## config.mk

```make
export PLATFORM = sky130hd
export DESIGN_NAME = matrix_3x3_add_sub_mul_flat
export DESIGN_NICKNAME = d
export VERILOG_FILES = /design/src/mat3_pkg.sv /design/src/mat3_if.sv /design/src/mat3_mem.sv /design/src/mat3_seq.sv /design/src/mat3_dp.sv /design/src/matrix_3x3_add_sub_mul.sv /design/src/flat_wrapper.sv
export SDC_FILE = /design/constraint.sdc
export NUM_CORES = 1
export LEC_CHECK = 0
export BUFFER_PORTS_ARGS = -buffer_cell sky130_fd_sc_hd__buf_4
export CAP_MARGIN = 10
export CORE_ASPECT_RATIO = 1.25
export CORE_MARGIN = 1.5
export CORE_UTILIZATION = 45
export DETAILED_ROUTE_END_ITERATION = 10
export HOLD_SLACK_MARGIN = 0.08
export PLACE_DENSITY_LB_ADDON = 0.25
export SLEW_MARGIN = 30
export SYNTH_ARGS = -nofsm -noshare
export SYNTH_HDL_FRONTEND = slang
export SYNTH_SLANG_ARGS = --single-unit
```

## constraint.sdc

```tcl
create_clock -name clk_i -period 14.8 [get_ports clk_i]
set_input_delay 4.44 -clock clk_i [delete_from_list [all_inputs] [get_ports clk_i]]
set_output_delay 4.44 -clock clk_i [all_outputs]
set_load 0.03 [all_outputs]
```

## src/mat3_pkg.sv

```systemverilog
package mat3_pkg;

  // matrix geometry and element widths
  localparam int unsigned DIM    = 3;
  localparam int unsigned CELLS  = DIM * DIM;
  localparam int unsigned ELEM_W = 16;
  localparam int unsigned OUT_W  = 33;
  localparam int unsigned PROD_W = 2 * ELEM_W;
  localparam int unsigned IDX_W  = $clog2(CELLS);
  localparam int unsigned CNT_W  = $clog2(DIM);

  // operation register codes, bit 1 selects the matrix product
  localparam int unsigned OP_W       = 2;
  localparam logic [OP_W-1:0] OP_ADD = 2'd0;
  localparam logic [OP_W-1:0] OP_SUB = 2'd1;
  localparam int unsigned OP_MUL_BIT = 1;

  // control that travels with each memory read through the datapath
  typedef struct packed {
    logic valid;  // a read is issued in this slot
    logic mul;    // product term, otherwise element-wise
    logic sub;    // element-wise difference
    logic first;  // first term of a result entry
    logic last;   // last term of a result entry
    logic tail;   // last term of the last entry of the run
  } ctl_t;

endpackage

```

## src/mat3_if.sv

```systemverilog
// input channel: one pair of matrix elements per transaction
interface mat3_in_if;
  logic                                    valid;
  logic                                    ready;
  logic signed [mat3_pkg::ELEM_W-1:0]      a_element;
  logic signed [mat3_pkg::ELEM_W-1:0]      b_element;

  modport source (output valid, a_element, b_element, input ready);
  modport sink   (input valid, a_element, b_element, output ready);
endinterface

// output channel: one result entry per transaction
interface mat3_out_if;
  logic                                    valid;
  logic                                    ready;
  logic signed [mat3_pkg::OUT_W-1:0]       result_value;
  logic                                    last_of_run;

  modport source (output valid, result_value, last_of_run, input ready);
  modport sink   (input valid, result_value, last_of_run, output ready);
endinterface

```

## src/mat3_mem.sv

```systemverilog
module mat3_mem (
  input  logic                                clk_i,
  input  logic                                we_i,
  input  logic [mat3_pkg::IDX_W-1:0]          waddr_i,
  input  logic signed [mat3_pkg::ELEM_W-1:0]  a_wdata_i,
  input  logic signed [mat3_pkg::ELEM_W-1:0]  b_wdata_i,
  input  logic                                re_i,
  input  logic [mat3_pkg::IDX_W-1:0]          a_raddr_i,
  input  logic [mat3_pkg::IDX_W-1:0]          b_raddr_i,
  output logic signed [mat3_pkg::ELEM_W-1:0]  a_rdata_o,
  output logic signed [mat3_pkg::ELEM_W-1:0]  b_rdata_o
);
  import mat3_pkg::*;

  logic signed [ELEM_W-1:0] a_mem [CELLS];
  logic signed [ELEM_W-1:0] b_mem [CELLS];
  logic signed [ELEM_W-1:0] a_rd_q;
  logic signed [ELEM_W-1:0] b_rd_q;

  // matrix a store, one write and one registered read port
  always_ff @(posedge clk_i) begin
    if (we_i) begin
      a_mem[waddr_i] <= a_wdata_i;
    end
    if (re_i) begin
      a_rd_q <= a_mem[a_raddr_i];
    end
  end

  // matrix b store, one write and one registered read port
  always_ff @(posedge clk_i) begin
    if (we_i) begin
      b_mem[waddr_i] <= b_wdata_i;
    end
    if (re_i) begin
      b_rd_q <= b_mem[b_raddr_i];
    end
  end

  assign a_rdata_o = a_rd_q;
  assign b_rdata_o = b_rd_q;

endmodule

```

## src/mat3_seq.sv

```systemverilog
module mat3_seq (
  input  logic                        clk_i,
  input  logic                        rst_ni,
  input  logic [mat3_pkg::OP_W-1:0]   operation_i,
  input  logic                        in_valid_i,
  output logic                        in_ready_o,
  output logic                        we_o,
  output logic [mat3_pkg::IDX_W-1:0]  waddr_o,
  input  logic                        adv_i,
  output mat3_pkg::ctl_t              ctl_o,
  output logic [mat3_pkg::IDX_W-1:0]  a_raddr_o,
  output logic [mat3_pkg::IDX_W-1:0]  b_raddr_o
);
  import mat3_pkg::*;

  typedef enum logic [1:0] {
    ST_LOAD = 2'b01,
    ST_RUN  = 2'b10
  } state_e;

  state_e             state_q, state_d;
  logic [IDX_W-1:0]   load_cnt_q, load_cnt_d;
  logic               mul_q, mul_d;
  logic               sub_q, sub_d;
  logic [CNT_W-1:0]   row_q, row_d;
  logic [CNT_W-1:0]   col_q, col_d;
  logic [CNT_W-1:0]   k_q, k_d;
  logic               accept;
  logic               entry_done;
  logic               run_done;

  assign accept     = in_valid_i && in_ready_o;
  assign entry_done = !mul_q || (k_q == CNT_W'(DIM - 1));
  assign run_done   = entry_done && (col_q == CNT_W'(DIM - 1)) &&
                      (row_q == CNT_W'(DIM - 1));

  // load side: write each pair at the running count
  assign in_ready_o = (state_q == ST_LOAD);
  assign we_o       = accept;
  assign waddr_o    = load_cnt_q;

  // read addresses: a at row/k, b at k/col, both at row/col when element-wise
  assign a_raddr_o = IDX_W'(IDX_W'(row_q) * IDX_W'(DIM) + IDX_W'(mul_q ? k_q : col_q));
  assign b_raddr_o = IDX_W'(IDX_W'(mul_q ? k_q : row_q) * IDX_W'(DIM) + IDX_W'(col_q));

  // control for the slot being issued
  always_comb begin
    ctl_o.valid = (state_q == ST_RUN);
    ctl_o.mul   = mul_q;
    ctl_o.sub   = sub_q;
    ctl_o.first = !mul_q || (k_q == '0);
    ctl_o.last  = entry_done;
    ctl_o.tail  = run_done;
  end

  // sequencer next state
  always_comb begin
    state_d    = state_q;
    load_cnt_d = load_cnt_q;
    mul_d      = mul_q;
    sub_d      = sub_q;
    row_d      = row_q;
    col_d      = col_q;
    k_d        = k_q;
    unique case (state_q)
      ST_LOAD: begin
        if (accept) begin
          if (load_cnt_q == IDX_W'(CELLS - 1)) begin
            load_cnt_d = '0;
            mul_d      = operation_i[OP_MUL_BIT];
            sub_d      = (operation_i == OP_SUB);
            row_d      = '0;
            col_d      = '0;
            k_d        = '0;
            state_d    = ST_RUN;
          end else begin
            load_cnt_d = load_cnt_q + 1'b1;
          end
        end
      end
      ST_RUN: begin
        if (adv_i) begin
          if (entry_done) begin
            k_d = '0;
            if (col_q == CNT_W'(DIM - 1)) begin
              col_d = '0;
              if (row_q == CNT_W'(DIM - 1)) begin
                row_d   = '0;
                state_d = ST_LOAD;
              end else begin
                row_d = row_q + 1'b1;
              end
            end else begin
              col_d = col_q + 1'b1;
            end
          end else begin
            k_d = k_q + 1'b1;
          end
        end
      end
      default: begin
        state_d = ST_LOAD;
      end
    endcase
  end

  // sequencer registers
  always_ff @(posedge clk_i or negedge rst_ni) begin
    if (!rst_ni) begin
      state_q    <= ST_LOAD;
      load_cnt_q <= '0;
      mul_q      <= 1'b0;
      sub_q      <= 1'b0;
      row_q      <= '0;
      col_q      <= '0;
      k_q        <= '0;
    end else begin
      state_q    <= state_d;
      load_cnt_q <= load_cnt_d;
      mul_q      <= mul_d;
      sub_q      <= sub_d;
      row_q      <= row_d;
      col_q      <= col_d;
      k_q        <= k_d;
    end
  end

endmodule

```

## src/mat3_dp.sv

```systemverilog
module mat3_dp (
  input  logic                                clk_i,
  input  logic                                rst_ni,
  input  mat3_pkg::ctl_t                      ctl_i,
  input  logic signed [mat3_pkg::ELEM_W-1:0]  a_rdata_i,
  input  logic signed [mat3_pkg::ELEM_W-1:0]  b_rdata_i,
  output logic                                adv_o,
  output logic                                out_valid_o,
  input  logic                                out_ready_i,
  output logic signed [mat3_pkg::OUT_W-1:0]   out_value_o,
  output logic                                out_last_o
);
  import mat3_pkg::*;

  ctl_t                     s1_q;
  ctl_t                     s2_q;
  logic signed [OUT_W-1:0]  term_q;
  logic signed [OUT_W-1:0]  acc_q;
  logic                     out_valid_q;
  logic signed [OUT_W-1:0]  out_value_q;
  logic                     out_last_q;
  logic signed [PROD_W-1:0] prod;
  logic signed [OUT_W-1:0]  a_ext;
  logic signed [OUT_W-1:0]  b_ext;
  logic signed [OUT_W-1:0]  term_d;
  logic signed [OUT_W-1:0]  total;

  // the whole pipe holds while a finished entry waits on a full output register
  assign adv_o = !(s2_q.valid && s2_q.last && out_valid_q && !out_ready_i);

  // term: one product, or the element-wise sum or difference
  assign prod  = a_rdata_i * b_rdata_i;
  assign a_ext = OUT_W'(a_rdata_i);
  assign b_ext = OUT_W'(b_rdata_i);
  always_comb begin
    priority if (s1_q.mul) begin
      term_d = OUT_W'(prod);
    end else if (s1_q.sub) begin
      term_d = a_ext - b_ext;
    end else begin
      term_d = a_ext + b_ext;
    end
  end

  // accumulate, each entry starting from zero
  assign total = (s2_q.first ? '0 : acc_q) + term_q;

  // pipeline control, follows the memory read latency
  always_ff @(posedge clk_i or negedge rst_ni) begin
    if (!rst_ni) begin
      s1_q        <= '0;
      s2_q        <= '0;
      out_valid_q <= 1'b0;
    end else if (adv_o) begin
      s1_q <= ctl_i;
      s2_q <= s1_q;
      if (s2_q.valid && s2_q.last) begin
        out_valid_q <= 1'b1;
      end else if (out_ready_i) begin
        out_valid_q <= 1'b0;
      end
    end
  end

  // datapath registers
  always_ff @(posedge clk_i) begin
    if (adv_o) begin
      term_q <= term_d;
      if (s2_q.valid) begin
        acc_q <= total;
      end
      if (s2_q.valid && s2_q.last) begin
        out_value_q <= total;
        out_last_q  <= s2_q.tail;
      end
    end
  end

  assign out_valid_o = out_valid_q;
  assign out_value_o = out_value_q;
  assign out_last_o  = out_last_q;

endmodule

```

## src/matrix_3x3_add_sub_mul.sv

```systemverilog
// pipeline: once the ninth pair is taken, each term passes the store read registers,
//   the term register and the accumulator sum into the output register
// throughput: one pair per cycle while loading; add/subtract results take one term
//   per entry and the product takes DIM terms per entry, set by the single multiplier
//   and one read port per store; a full output register stalls the whole pipe
// reset: clears the load count, sequencer, pipeline and operation (add); the
//   element stores hold no reset value and are filled by loading
module matrix_3x3_add_sub_mul (
  input  logic                       clk_i,
  input  logic                       rst_ni,
  input  logic                       cfg_we_i,
  input  logic [mat3_pkg::OP_W-1:0]  cfg_wdata_i,
  mat3_in_if.sink                    in_i,
  mat3_out_if.source                 out_o
);
  import mat3_pkg::*;

  logic [OP_W-1:0]          operation_q;
  logic                     we;
  logic [IDX_W-1:0]         waddr;
  logic                     adv;
  ctl_t                     ctl;
  logic [IDX_W-1:0]         a_raddr;
  logic [IDX_W-1:0]         b_raddr;
  logic signed [ELEM_W-1:0] a_rdata;
  logic signed [ELEM_W-1:0] b_rdata;

  // operation register
  always_ff @(posedge clk_i or negedge rst_ni) begin
    if (!rst_ni) begin
      operation_q <= OP_ADD;
    end else if (cfg_we_i) begin
      operation_q <= cfg_wdata_i;
    end
  end

  // load and read sequencing
  mat3_seq u_seq (
    .clk_i       (clk_i),
    .rst_ni      (rst_ni),
    .operation_i (operation_q),
    .in_valid_i  (in_i.valid),
    .in_ready_o  (in_i.ready),
    .we_o        (we),
    .waddr_o     (waddr),
    .adv_i       (adv),
    .ctl_o       (ctl),
    .a_raddr_o   (a_raddr),
    .b_raddr_o   (b_raddr)
  );

  // element stores
  mat3_mem u_mem (
    .clk_i     (clk_i),
    .we_i      (we),
    .waddr_i   (waddr),
    .a_wdata_i (in_i.a_element),
    .b_wdata_i (in_i.b_element),
    .re_i      (adv),
    .a_raddr_i (a_raddr),
    .b_raddr_i (b_raddr),
    .a_rdata_o (a_rdata),
    .b_rdata_o (b_rdata)
  );

  // arithmetic, accumulation and output register
  mat3_dp u_dp (
    .clk_i       (clk_i),
    .rst_ni      (rst_ni),
    .ctl_i       (ctl),
    .a_rdata_i   (a_rdata),
    .b_rdata_i   (b_rdata),
    .adv_o       (adv),
    .out_valid_o (out_o.valid),
    .out_ready_i (out_o.ready),
    .out_value_o (out_o.result_value),
    .out_last_o  (out_o.last_of_run)
  );

endmodule

```

## src/flat_wrapper.sv

```systemverilog
// flat-port wrapper written by rule: the top's interface ports become plain ports
module matrix_3x3_add_sub_mul_flat import mat3_pkg::*;
  (clk_i, rst_ni, cfg_we_i, cfg_wdata_i, in_i_valid, in_i_a_element, in_i_b_element, in_i_ready, out_o_valid, out_o_result_value, out_o_last_of_run, out_o_ready);
  mat3_in_if in_i_i ();
  mat3_out_if out_o_i ();
  input  logic clk_i;
  input  logic rst_ni;
  input  logic cfg_we_i;
  input  logic [mat3_pkg::OP_W-1:0] cfg_wdata_i;
  input wire logic [$bits(in_i_i.valid)-1:0] in_i_valid;
  input wire logic [$bits(in_i_i.a_element)-1:0] in_i_a_element;
  input wire logic [$bits(in_i_i.b_element)-1:0] in_i_b_element;
  output wire logic [$bits(in_i_i.ready)-1:0] in_i_ready;
  output wire logic [$bits(out_o_i.valid)-1:0] out_o_valid;
  output wire logic [$bits(out_o_i.result_value)-1:0] out_o_result_value;
  output wire logic [$bits(out_o_i.last_of_run)-1:0] out_o_last_of_run;
  input wire logic [$bits(out_o_i.ready)-1:0] out_o_ready;
  assign in_i_i.valid = in_i_valid;
  assign in_i_i.a_element = in_i_a_element;
  assign in_i_i.b_element = in_i_b_element;
  assign in_i_ready = in_i_i.ready;
  assign out_o_valid = out_o_i.valid;
  assign out_o_result_value = out_o_i.result_value;
  assign out_o_last_of_run = out_o_i.last_of_run;
  assign out_o_i.ready = out_o_ready;
  matrix_3x3_add_sub_mul u_core (.clk_i(clk_i), .rst_ni(rst_ni), .cfg_we_i(cfg_we_i), .cfg_wdata_i(cfg_wdata_i), .in_i(in_i_i), .out_o(out_o_i));
endmodule
```

=== Word level (Yosys, flattened, before mapping) ===
Memories as Yosys holds them, arrays and structs flattened. A register that Yosys moved wholly into a read port is not among the register bits.
Cells that the tools add are included.

* Memories kept: 2
* Output and inout port bits: 36
* Bits of input ports: 39
* Memory bits (writable): 288
* Flip-flop bits (word level): 127
* Logic and storage cells: 106

{| class="wikitable"
|+ Memory list
! name !! depth !! bits a word !! read ports !! clocked after Yosys merged registers in !! write ports !! RTL line !! RTL
|-
| u_core.u_mem.a_mem || 9 || 16 || 1 || 1 || 1 || mat3_mem.sv:15 || <nowiki>logic signed [ELEM_W-1:0] a_mem [CELLS];</nowiki>
|-
| u_core.u_mem.b_mem || 9 || 16 || 1 || 1 || 1 || mat3_mem.sv:16 || <nowiki>logic signed [ELEM_W-1:0] b_mem [CELLS];</nowiki>
|}

* Multipliers: 3
* Equal/unequal tests: 13
* Bitwise operators: 1
* Add/subtract/negate cells: 9
* Mux-type cells: 31
* Reductions and logical operators: 24

{| class="wikitable"
|+ Operator list
! kind !! number
|-
| $mux 33 || 3
|-
| $mux 2 || 19
|-
| $add 33x33->33 || 1
|-
| $mul 16x16->32 || 1
|-
| $add 16x16->17 || 1
|-
| $sub 16x16->17 || 1
|-
| $pmux 2 s2 || 4
|-
| $reduce_and 6->1 || 2
|-
| $add 4x2->4 || 2
|-
| $eq 2x2->1 const B || 4
|-
| $mul 2x2->4 const B || 2
|-
| $ne 2x1->1 const B || 4
|-
| $reduce_and 2->1 || 4
|-
| $add 2x1->2 const B || 3
|-
| $logic_and 1x1->1 || 6
|-
| $reduce_and 5->1 || 1
|-
| $add 4x1->4 const B || 1
|-
| $eq 2x1->1 const B || 2
|-
| $eq 4x4->1 const B || 1
|-
| $logic_not 1->1 || 4
|-
| $mux 1 || 4
|-
| $mux 4 || 1
|-
| $ne 2x2->1 const B || 2
|-
| $reduce_and 4->1 || 1
|-
| other kinds (5) || 7
|}

=== Depth between registers and ports, before layout ===
Gate-level depths: netlist (run 1).

* Depth in word-level cells: 6
* Depth in mapped cells: 25

=== Hierarchy ===
Synthesis (run 1) repeated with hierarchy kept, for this count alone.

* Cell total of the unflattened synthesis: 2,457
* Area total of the unflattened synthesis: 30,058.8 um^2

{| class="wikitable"
|+ By module, submodules not included
! module !! seq. area each (um^2) !! times used !! cells an instance !! area each (um^2)
|-
| mat3_dp || 3,248.1 || 1 || 1,713 || 16,631.0
|-
| mat3_mem || 9,609.2 || 1 || 631 || 12,329.3
|-
| mat3_seq || 351.6 || 1 || 109 || 1,026.0
|-
| matrix_3x3_add_sub_mul || 50.0 || 1 || 4 || 72.6
|}

=== Worst setup path after synthesis (run 1) ===
Ideal clock, no wire load.

* Kind: input-to-reg
* Start point: input out_o_ready
* End point: register u_core.u_dp.acc_q[0], enable pin
* Path buffers: 1
* Stages: 5
* Arrival time: 7.750 ns
* Slack: 6.657 ns
* Cell sequence: nand2b_1 -> nor2_1 -> inv_1 -> clkbuf_1 -> and2_1

* Word-level cells in the longest chain between the ends: 4

{| class="wikitable"
|+ RTL lines
! element !! RTL line !! RTL
|-
| from (decl) || flat_wrapper.sv:17 || <nowiki>input wire logic [$bits(out_o_i.ready)-1:0] out_o_ready;</nowiki>
|-
| $logic_not 1->1 || mat3_dp.sv:29 || <nowiki>assign adv_o = !(s2_q.valid && s2_q.last && out_valid_q && !out_ready_i);</nowiki>
|-
| $logic_and 1x1->1 || mat3_dp.sv:29 ||
|-
| $not 1->1 (no line) || n/a ||
|-
| $reduce_and 2->1 (no line) || n/a ||
|-
| to (signal assigned) || mat3_dp.sv:70 || <nowiki>acc_q <= total;</nowiki>
|-
| to (decl) || mat3_dp.sv:18 || <nowiki>logic signed [OUT_W-1:0] acc_q;</nowiki>
|}

No other way between the ends.
A chain may end at the register's enable or synchronous reset.

=== Worst setup path in the final report (run 1) ===
* Start point: register u_core.u_mem.a_rd_q[15] (netlist: u_core.u_mem.a_rdata_o[15]), read port of u_core.u_mem.a_mem
* End point: register u_core.u_dp.term_q[30], data pin

* Word-level cells in the longest chain between the ends: 3

{| class="wikitable"
|+ RTL lines
! element !! RTL line !! RTL
|-
| from (decl) || mat3_mem.sv:17 || <nowiki>logic signed [ELEM_W-1:0] a_rd_q;</nowiki>
|-
| branches (longest 2 deep; another with $mul 16x16->32) || n/a ||
|-
| $mux 33 * || mat3_dp.sv:36 || <nowiki>priority if (s1_q.mul) begin</nowiki>
|-
| net u_core.u_dp.term_d[30] || mat3_dp.sv:25 || <nowiki>logic signed [OUT_W-1:0] term_d;</nowiki>
|-
| to (signal assigned) || mat3_dp.sv:68 || <nowiki>term_q <= term_d;</nowiki>
|-
| to (decl) || mat3_dp.sv:17 || <nowiki>logic signed [OUT_W-1:0] term_q;</nowiki>
|}

Mark *: on every way through the listed nets, which the timed path passes.

==> impl_metrics.csv, run 1 <==
group,metric,value,unit
setup_path,end_kind,"register",
clock_network,post-cts-setup-buffers,0,
synthesis,yosys_warnings,0,
synthesis,avgSynthCellArea,12.8,um2
global_route,grt_usage,18.8,%
clock_network,cts_tree,"done",
final_layout,finalNetCount,2779,
die,io_pins,75,
die,dieArea,66200,um2
worst_hold_path,hold_path.class,"register to register",
global_route,antenna_found_initial,0,
clock_network,root_buffer,"clkbuf_16",
sta,fmaxAchievable,143,MHz
global_route,grt_max_degree,52,
routing,drcViolationCount,0,
routing,vias,17000,
clock_network,clkLatencyLatePin,600,ps
die,die_x,230,um
sta,rsz0062_at_grt,"no",
synthesis,syn_nets,2725,
placed_design,portBuffers,74,
die,rows,104,
routing,routedWlPerCell,18.9,um
final_layout,n_fill_cell,5529,
global_route,overflow,0,
setup_path,crit_path_start_kind,"register",
clock_network,cts_sinks,446,
global_route,grt_pass1_vias,18100,
synthesis,synth_mux_area_share,6.47,%
sta,finClkSkew,26.3,ps
sta,fin_crit,7010,ps
global_route,grt_pass1_wl,96.7,mm
setup_path,cp_max_fo,18,
global_route,grt_use_met2,33.6,%
final_layout,layout_common_cells,"419 x edfxtp_1, 318 x inv_1, 267 x fa_1",
synthesis,synth_xor_xnor_area_share,2.68,%
placed_design,dp_cells,3128,
synthesis,synth_adder_area_share,24.7,%
global_route,grt_use_met3,3.35,%
synthesis,netlist_area,29100,um2
sta,setup_viol,0,
setup_path,cp_data_required_time,15120,ps
die,die_h,287,um
routing,routed_wl,60.8,mm
global_route,met1_usage,22.9,%
clock_network,hold_buffers,0,
job,maxCapViolCount,0,
synthesis,yosysSeqAreaShare,45.6,%
synthesis,synth-compound-area-share,6.00,%
synthesis,ys.flop_type,"edfxtp_1",
synthesis,synth_top_area_share,43.3,%
sta,hold_ws,462,ps
sta,setup_tns,0,ps
sta,finalHoldViolCount,0,
clock_network,clkTransAtPathRegs,60,ps
die,start_util,45.3,%
clock_network,cts.repair.resized,0,
synthesis,yosys.area.top_type,"edfxtp_1",
final_layout,final_cells,3210,
synthesis,ys_ff_latch,446,
outcome,status,"finished, final reports clean",
routing,drt_pass1_iterations,5,
synthesis,async_flop_share,6.05,%
setup_path,criticalPathCategory,"register to register",
sta,slew_viol_final,0,
routing,routed_via_density,5.28,
clock_network,clockBufferDepth,3,
sta,final.period_utilization,47.4,%
synthesis,synth_edf_count,419,
final_layout,drive_above_1_share,10.8,%
final_layout,postLayoutCoreUtil,49.9,%
routing,drt_iter0_markers,857,
clock_network,h-tree-depth,2,
routing,antenna_left,0,
final_layout,layout_commonest_cell,"edfxtp_1",
sta,relSlewSlack,36.4,%
global_route,busiest_layer,"met2",
synthesis,synth_area_leaders,"edfxtp_1 43%, fa_1 18%, ha_1 6.2%, mux4_2 5.0%, inv_1 4.1%",
synthesis,synth_top_family_by_area,"adder cells",
synthesis,synth_cell_type_count,77,
sta,worstMarginPinSlew,951,ps
placed_design,dp_hpwl,43.9,mm
synthesis,synth-simple-area-share,9.29,%
placed_design,gp_congestion,0.853,
die,fp.coreArea,64200,um2
setup_path,cp.arrival,7340,ps
synthesis,syn-instance-count,2273,
final_layout,area_delta_synth_final,10.2,%
clock_network,numCtsBuffers,45,
final_layout,antennaDiodeCount,0,
==> critical path, cell delays in order (launching register included) <==
cell and delay, ps:
edfxtp_1 760, nand2_1 200, inv_1 170, fa_1 540
fa_1 990, fa_1 550, fa_1 510, fa_1 490
inv_1 50, fa_1 470, inv_1 40, ha_1 350
a21o_1 220, nor3_1 150, o21ai_0 150, a32o_1 240
a31oi_1 270, a21oi_1 120, a21oi_1 200, xnor2_1 90
a21o_1 180
==> registers in the layout, summed over array words and instances, names as in the netlist, 4 cells and up <==
signal and cells:
u_core.u_mem.a_mem 144, u_core.u_mem.a_rdata_o 16, u_core.u_mem.b_mem 144, u_core.u_dp.term_q 32, u_core.u_dp.out_value_o 33, u_core.u_mem.b_rdata_o 16, u_core.u_dp.s2_q 4, u_core.u_seq.waddr_o 4
u_core.u_dp.s1_q 6, u_core.u_dp.acc_q 33
==> metrics by stage <==
stage,setup slack (ps),instance area [um2]
floorplan,6660,29100
global placement,7840,30500
detailed placement,7730,30600
CTS,7740,32000
global route,7400,32000
finish,7790,32000
==> synthesized netlist by cell type, drive strengths merged (4+ instances only) <==
master / count
mux4: 64
and3: 4
clkbuf: 73
a21oi: 65
nand2: 202
and2: 137
nor2b: 40
fa: 268
nor2: 69
nor3: 26
o21a: 11
o22ai: 6
o311ai: 4
edfxtp: 419
nand4: 6
a31oi: 8
nand2b: 21
mux2i: 35
xnor2: 69
xor2: 20
inv: 319
or2: 8
ha: 145
a21o: 37
dfrtp: 26
a31o: 4
buf: 15
mux2: 8
o21ai: 81
nor4: 4
a211oi: 11
nand3: 13
o21bai: 5
or3: 5
==> area by class of cell <==
class / instances / area [um2] / area share (%)
clock buffer: 65 / 1250 / 3.91
tap: 848 / 1060 / 3.31
timing repair buffer: 95 / 733 / 2.29
sequential: 446 / 13300 / 41.4
clock inverter: 17 / 218 / 0.680
multi-input combinational: 1420 / 14300 / 44.7
inverter: 319 / 1200 / 3.74
==> cell families after synthesis <==
| family | after synthesis |
|---|---|
| AND/OR/NAND/NOR | 544 |
| AO/OA/AOI/OAI | 267 |
| multiplexers | 107 |
| adder cells (fa/ha/maj) | 413 |
| flip-flops | 446 |
| XOR/XNOR | 89 |
| buffers and inverters | 407 |
==> per-layer routing <==
layer	part of all wire, %	vias up
met1	41	8608
met2	51	391
met3	4.8	110
met5	0	-
met4	3.1	0
li1	-	7842
==> final timing paths <==
kind / start / endpoint / slack (ps) / cells past startpoint
max in group asynchronous: rst_ni / u_core.u_seq.state_q[0]$_DFFE_PN1P_ / 10670 / 1
min in group asynchronous: rst_ni / u_core.u_seq.waddr_o[3]$_DFFE_PN0P_ / 3780 / 1
setup reg to reg: u_core.u_mem.a_rdata_o[15]$_DFFE_PN_ / u_core.u_dp.term_q[30]$_DFFE_PN_ / 7790 / 20
hold reg to reg: u_core.u_dp.s1_q[5]$_DFFE_PN0N_ / u_core.u_dp.s2_q[5]$_DFFE_PN0N_ / 460 / 1
hold / removal: u_core.u_dp.s1_q[5]$_DFFE_PN0N_ / u_core.u_dp.s2_q[5]$_DFFE_PN0N_ / 460 / 1
setup / recovery: u_core.u_mem.a_rdata_o[15]$_DFFE_PN_ / u_core.u_dp.term_q[30]$_DFFE_PN_ / 7790 / 20
Power of run 1 is left out: the tool's default activity adds up to more than one toggle a clock period on the data nets, which glitch-free logic cannot reach.
==> run 2, diff against run 1 <==
clock period = 6.25 ns   (was 14.8 ns; I/O delays follow)
==> impl_metrics.csv, run 2 (synthesis gave the netlist of run 1 again) <==
group,metric,value,unit
outcome,status,"finished, final reports clean",
placed_design,placed_area,31200,um2
die,start_util,45.3,%
clock_network,cts_sinks,446,
sta,finalHoldViolCount,0,
final_layout,layout_commonest_cell,"edfxtp_1",
sta,fin_crit,6120,ps
final_layout,final_area,33300,um2
routing,drt_iter0_markers,938,
sta,worstMarginPinSlew,956,ps
clock_network,numCtsBuffers,45,
setup_path,rr_worst_depth,24,
sta,setup_viol,0,
setup_path,end_kind,"register",
die,fp.coreArea,64200,um2
sta,fmaxAchievable,163,MHz
global_route,grt_pass1_wl,101,mm
routing,drt_pass1_iterations,5,
setup_path,r2r_slack,130,ps
setup_path,crit_slowest_cell,"fa_1",
sta,hold_ws,466,ps
sta,finClkSkew,44.8,ps
final_layout,area_delta_synth_final,14.4,%
routing,vias,17300,
clock_network,h-tree-depth,2,
die,die_h,287,um
routing,drcViolationCount,0,
placed_design,gp_congestion,0.873,
final_layout,layout_common_cells,"419 x edfxtp_1, 316 x inv_1, 259 x fa_1",
clock_network,root_buffer,"clkbuf_16",
sta,final.period_utilization,97.9,%
worst_hold_path,holdPathStages,0,
setup_path,crit-reg2reg-launch,"u_core.u_mem.b_rdata_o[4]$_DFFE_PN_",
job,maxCapViolCount,0,
setup_path,crit_path_start_kind,"register",
final_layout,largestRegisters,"u_core.u_mem.a_mem x144, u_core.u_mem.b_mem x144",
die,dieArea,66200,um2
placed_design,dp_hpwl,46.1,mm
die,die_x,230,um
setup_path,cp.buffers_inverters,7,
die,rows,104,
worst_hold_path,hold_start,"u_core.u_dp.s2_q[0]$_DFFE_PN0N_",
placed_design,portBuffers,74,
routing,routed_wl,63.2,mm
worst_hold_path,hold_path.class,"register to register",
global_route,grt_pass1_vias,18500,
clock_network,hold_buffers,0,
global_route,grt_max_degree,53,
clock_network,clockBufferDepth,3,
setup_path,cpLargestDelayFamily,"adder cells",
final_layout,drive_above_1_share,17.2,%
setup_path,critical_path.max_stage_delay,530,ps
die,io_pins,75,
final_layout,postLayoutCoreUtil,51.9,%
global_route,antenna_found_initial,1,
worst_hold_path,hold_end,"u_core.u_dp.out_last_o$_DFFE_PP_",
global_route,overflow,0,
routing,routedWlPerCell,18.9,um
setup_path,cp.arrival,6440,ps
global_route,grt_usage,19.5,%
routing,routed_via_density,5.18,
clock_network,clkLatencyLatePin,610,ps
sta,slew_viol_final,0,
sta,rsz0062_at_grt,"yes",
setup_path,cp_max_fo,11,
setup_path,crit_top_cell,"fa_1",
final_layout,finalNetCount,2907,
sta,setup_tns,0,ps
routing,antenna_left,0,
setup_path,cp_data_required_time,6570,ps
clock_network,clkTransAtPathRegs,60,ps
setup_path,criticalPathCategory,"register to register",
sta,relSlewSlack,36.3,%
setup_path,worstPathCellList,"buf_6, buf_4, and2_1, fa_1, fa_1, ha_2, inv_2, fa_1, inv_2, fa_1, inv_1, fa_1, inv_1, ha_2, or3_4, or2_4, o221ai_4, buf_6, o311ai_4, a31o_4, a21o_1, a21oi_2, xnor2_1, a21o_1",
setup_path,r2r-end,"u_core.u_dp.term_q[22]$_DFFE_PN_",
clock_network,cts_tree,"done",
-- run 2: area by class of cell --
class,instances,area (um2)
multi-input combinational,1420,14600
tap,848,1060
antenna,1,2.50
timing repair buffer,223,1810
inverter,319,1200
clock buffer,55,1160
clock inverter,26,214
fill,5414,30900
sequential,446,13300
-- run 2: worst max-delay path by stage --
stage / startpoint / cells after the start / end
2_1_floorplan: u_core.u_mem.a_rdata_o[15]$_DFFE_PN_ / 22 / u_core.u_dp.term_q[30]$_DFFE_PN_
3_3_place_gp: u_core.u_mem.a_rdata_o[14]$_DFFE_PN_ / 20 / u_core.u_dp.term_q[30]$_DFFE_PN_
3_5_place_dp: u_core.u_mem.b_rdata_o[4]$_DFFE_PN_ / 23 / u_core.u_dp.term_q[22]$_DFFE_PN_
4_1_cts: u_core.u_mem.a_rdata_o[7]$_DFFE_PN_ / 22 / u_core.u_dp.term_q[31]$_DFFE_PN_
5_1_grt: u_core.u_mem.b_rdata_o[6]$_DFFE_PN_ / 24 / u_core.u_dp.term_q[22]$_DFFE_PN_
6_report: u_core.u_mem.b_rdata_o[4]$_DFFE_PN_ / 24 / u_core.u_dp.term_q[22]$_DFFE_PN_
-- run 2: per-stage QoR --
stage	worst slack (ps)	std cells
detailed placement	-85.5	3206
finish	132	3338
CTS	-0.432	3311
global route	-41.6	3338
floorplan	4.89	2273
global placement	-10.8	3206
-- run 2: layer usage --
metal | share of wire [%] | routed length, um | vias up | track usage [%]
met5 | 0 | 0 | - | 0
met4 | 2.8 | 1770 | 0 | 5.96
met3 | 3.9 | 2490 | 108 | 3.28
met2 | 52 | 32700 | 321 | 35.3
met1 | 42 | 26300 | 8777 | 23.8
li1 | - | - | 8094 | -
-- run 2: what timing repair did --
| action | CTS | global route |
|---|---|---|
| endpoints found under the setup margin | 6 | 10 |
| gates resized for setup | 4 | 61 |
| pin swaps | 1 | 35 |
| endpoints found under the hold margin | 0 | 0 |
| setup buffers | 24 | 26 |
Power of run 2 is left out for the same reason.
==> run 3, diff against run 2 <==
CELL_PAD_IN_SITES_DETAIL_PLACEMENT = 0   (was default)
CELL_PAD_IN_SITES_GLOBAL_PLACEMENT = 1   (was default)
==> impl_metrics.csv, run 3 (synthesis gave the netlist of run 1 again) <==
group,metric,value,unit
clock_network,h-tree-depth,2,
final_layout,finalNetCount,2904,
setup_path,criticalPathCategory,"register to register",
setup_path,crit_slowest_cell,"fa_1",
sta,fin_crit,6140,ps
setup_path,cp.buffers_inverters,7,
routing,drcViolationCount,0,
sta,final.period_utilization,98.3,%
sta,relSlewSlack,36.2,%
setup_path,cp_data_required_time,6580,ps
placed_design,dp_cells,3211,
job,maxCapViolCount,0,
global_route,overflow,0,
setup_path,cp.arrival,6470,ps
clock_network,clkTransAtPathRegs,60,ps
clock_network,root_buffer,"clkbuf_16",
clock_network,clkLatencyLatePin,590,ps
sta,rsz0062_at_grt,"yes",
die,io_pins,75,
die,fp.coreArea,64200,um2
final_layout,layout_commonest_cell,"edfxtp_1",
routing,vias,17200,
final_layout,layout_common_cells,"419 x edfxtp_1, 316 x inv_1, 264 x fa_1",
setup_path,crit_start,"u_core.u_mem.b_rdata_o[6]$_DFFE_PN_",
sta,slew_viol_final,0,
global_route,grt_pass1_wl,100,mm
setup_path,crit_cells,24,
setup_path,critical_path.max_stage_delay,550,ps
placed_design,gp_congestion,0.856,
clock_network,cts_sinks,446,
die,die_x,230,um
global_route,grt_usage,19.4,%
sta,setup_viol,0,
clock_network,hold_buffers,0,
worst_hold_path,hold_path.class,"register to register",
routing,routedWlPerCell,18.7,um
sta,finClkSkew,23.2,ps
setup_path,r2r-end,"u_core.u_dp.term_q[16]$_DFFE_PN_",
setup_path,cp_max_fo,8,
setup_path,crit_path_start_kind,"register",
setup_path,crit-reg2reg-launch,"u_core.u_mem.b_rdata_o[6]$_DFFE_PN_",
final_layout,antennaDiodeCount,0,
setup_path,worstPathCellList,"buf_6, and2_4, fa_1, fa_1, ha_2, inv_2, fa_1, inv_1, fa_1, inv_2, fa_1, inv_1, ha_2, or3_4, or2_1, o221ai_2, buf_6, nor2_2, o21a_1, o41ai_2, buf_4, o21ai_2, xor2_1, a21o_1",
routing,routed_wl,62.4,mm
die,rows,104,
sta,finalHoldViolCount,0,
die,dieArea,66200,um2
die,start_util,45.3,%
setup_path,end_kind,"register",
clock_network,cts_tree,"done",
routing,drt_pass1_iterations,5,
final_layout,area_delta_synth_final,14.3,%
placed_design,portBuffers,74,
routing,routed_via_density,5.15,
global_route,grt_pass1_vias,18400,
sta,worstMarginPinSlew,957,ps
routing,drt_iter0_markers,851,
setup_path,crit_top_cell,"fa_1",
setup_path,cpLargestDelayFamily,"adder cells",
setup_path,r2r_slack,110,ps
routing,antenna_left,0,
sta,fmaxAchievable,163,MHz
die,die_h,287,um
global_route,antenna_found_initial,0,
final_layout,postLayoutCoreUtil,51.8,%
setup_path,rr_worst_depth,24,
global_route,grt_max_degree,53,
final_layout,final_cells,3334,
outcome,status,"finished, final reports clean",
final_layout,largestRegisters,"u_core.u_mem.a_mem x144, u_core.u_mem.b_mem x144",
final_layout,drive_above_1_share,16.5,%
clock_network,clockBufferDepth,3,
placed_design,dp_hpwl,45.9,mm
setup_path,critPathCapture,"u_core.u_dp.term_q[16]$_DFFE_PN_",
clock_network,numCtsBuffers,46,
-- run 3: routing by layer --
| metal | GRT usage (%) | part of all wire, % |
|---|---|---|
| met5 | 0 | 0 |
| met4 | 4.95 | 2.1 |
| met3 | 2.64 | 3.4 |
| met2 | 35.5 | 53 |
| met1 | 24.0 | 42 |
-- run 3: timing repair --
item / CTS / global route
resized for setup: 5 / 46
endpoints found under the setup margin: 5 / 12
pin swaps: 0 / 26
buffers inserted: 12 / 28
-- run 3: worst reg2reg max path, delay by kind of cell (launching register included) --
kind | cells | cell delay [ps]
flip-flops | 1 | 520
adder cells (fa/ha/maj) | 7 | 2880
AO/OA/AOI/OAI | 5 | 910
AND/OR/NAND/NOR | 4 | 740
buffers and inverters | 7 | 700
XOR/XNOR | 1 | 140
-- run 3: stage by stage --
step,setup slack [ps],TNS (ps),hold WS (ps),cell area [um2]
final,108,0,474,33200
after global routing,-132,-614,501,33200
after CTS,4.08,0,474,32800
after detailed placement,-104,-200,460,31200
after global placement,-49.7,-66.4,452,31200
after floorplan,4.89,0,425,29100
-- run 3: final cells by class --
| cell class | instances | area, um2 |
|---|---|---|
| Clock buffer | 56 | 1210 |
| Fill cell | 5563 | 30900 |
| Multi-Input combinational cell | 1420 | 14500 |
| Inverter | 319 | 1200 |
| Clock inverter | 26 | 258 |
| Sequential cell | 446 | 13300 |
| Tap cell | 848 | 1060 |
| Timing Repair Buffer | 219 | 1760 |
-- run 3: worst min-delay path by stage --
| stage | from | end | slack [ps] | cells past startpoint |
|---|---|---|---|---|
| 2_1_floorplan | u_core.u_dp.s2_q[0]$_DFFE_PN0N_ | u_core.u_dp.out_last_o$_DFFE_PP_ | 420 | 0 |
| 3_3_place_gp | u_core.u_dp.s2_q[0]$_DFFE_PN0N_ | u_core.u_dp.out_last_o$_DFFE_PP_ | 450 | 0 |
| 3_5_place_dp | u_core.u_dp.s1_q[2]$_DFFE_PN0N_ | u_core.u_dp.s2_q[2]$_DFFE_PN0N_ | 460 | 2 |
| 4_1_cts | u_core.u_dp.s1_q[2]$_DFFE_PN0N_ | u_core.u_dp.s2_q[2]$_DFFE_PN0N_ | 470 | 2 |
| 5_1_grt | u_core.u_dp.s2_q[0]$_DFFE_PN0N_ | u_core.u_dp.out_last_o$_DFFE_PP_ | 500 | 0 |
| 6_report | u_core.u_dp.s1_q[2]$_DFFE_PN0N_ | u_core.u_dp.s2_q[2]$_DFFE_PN0N_ | 470 | 2 |
Power of run 3 is left out for the same reason.
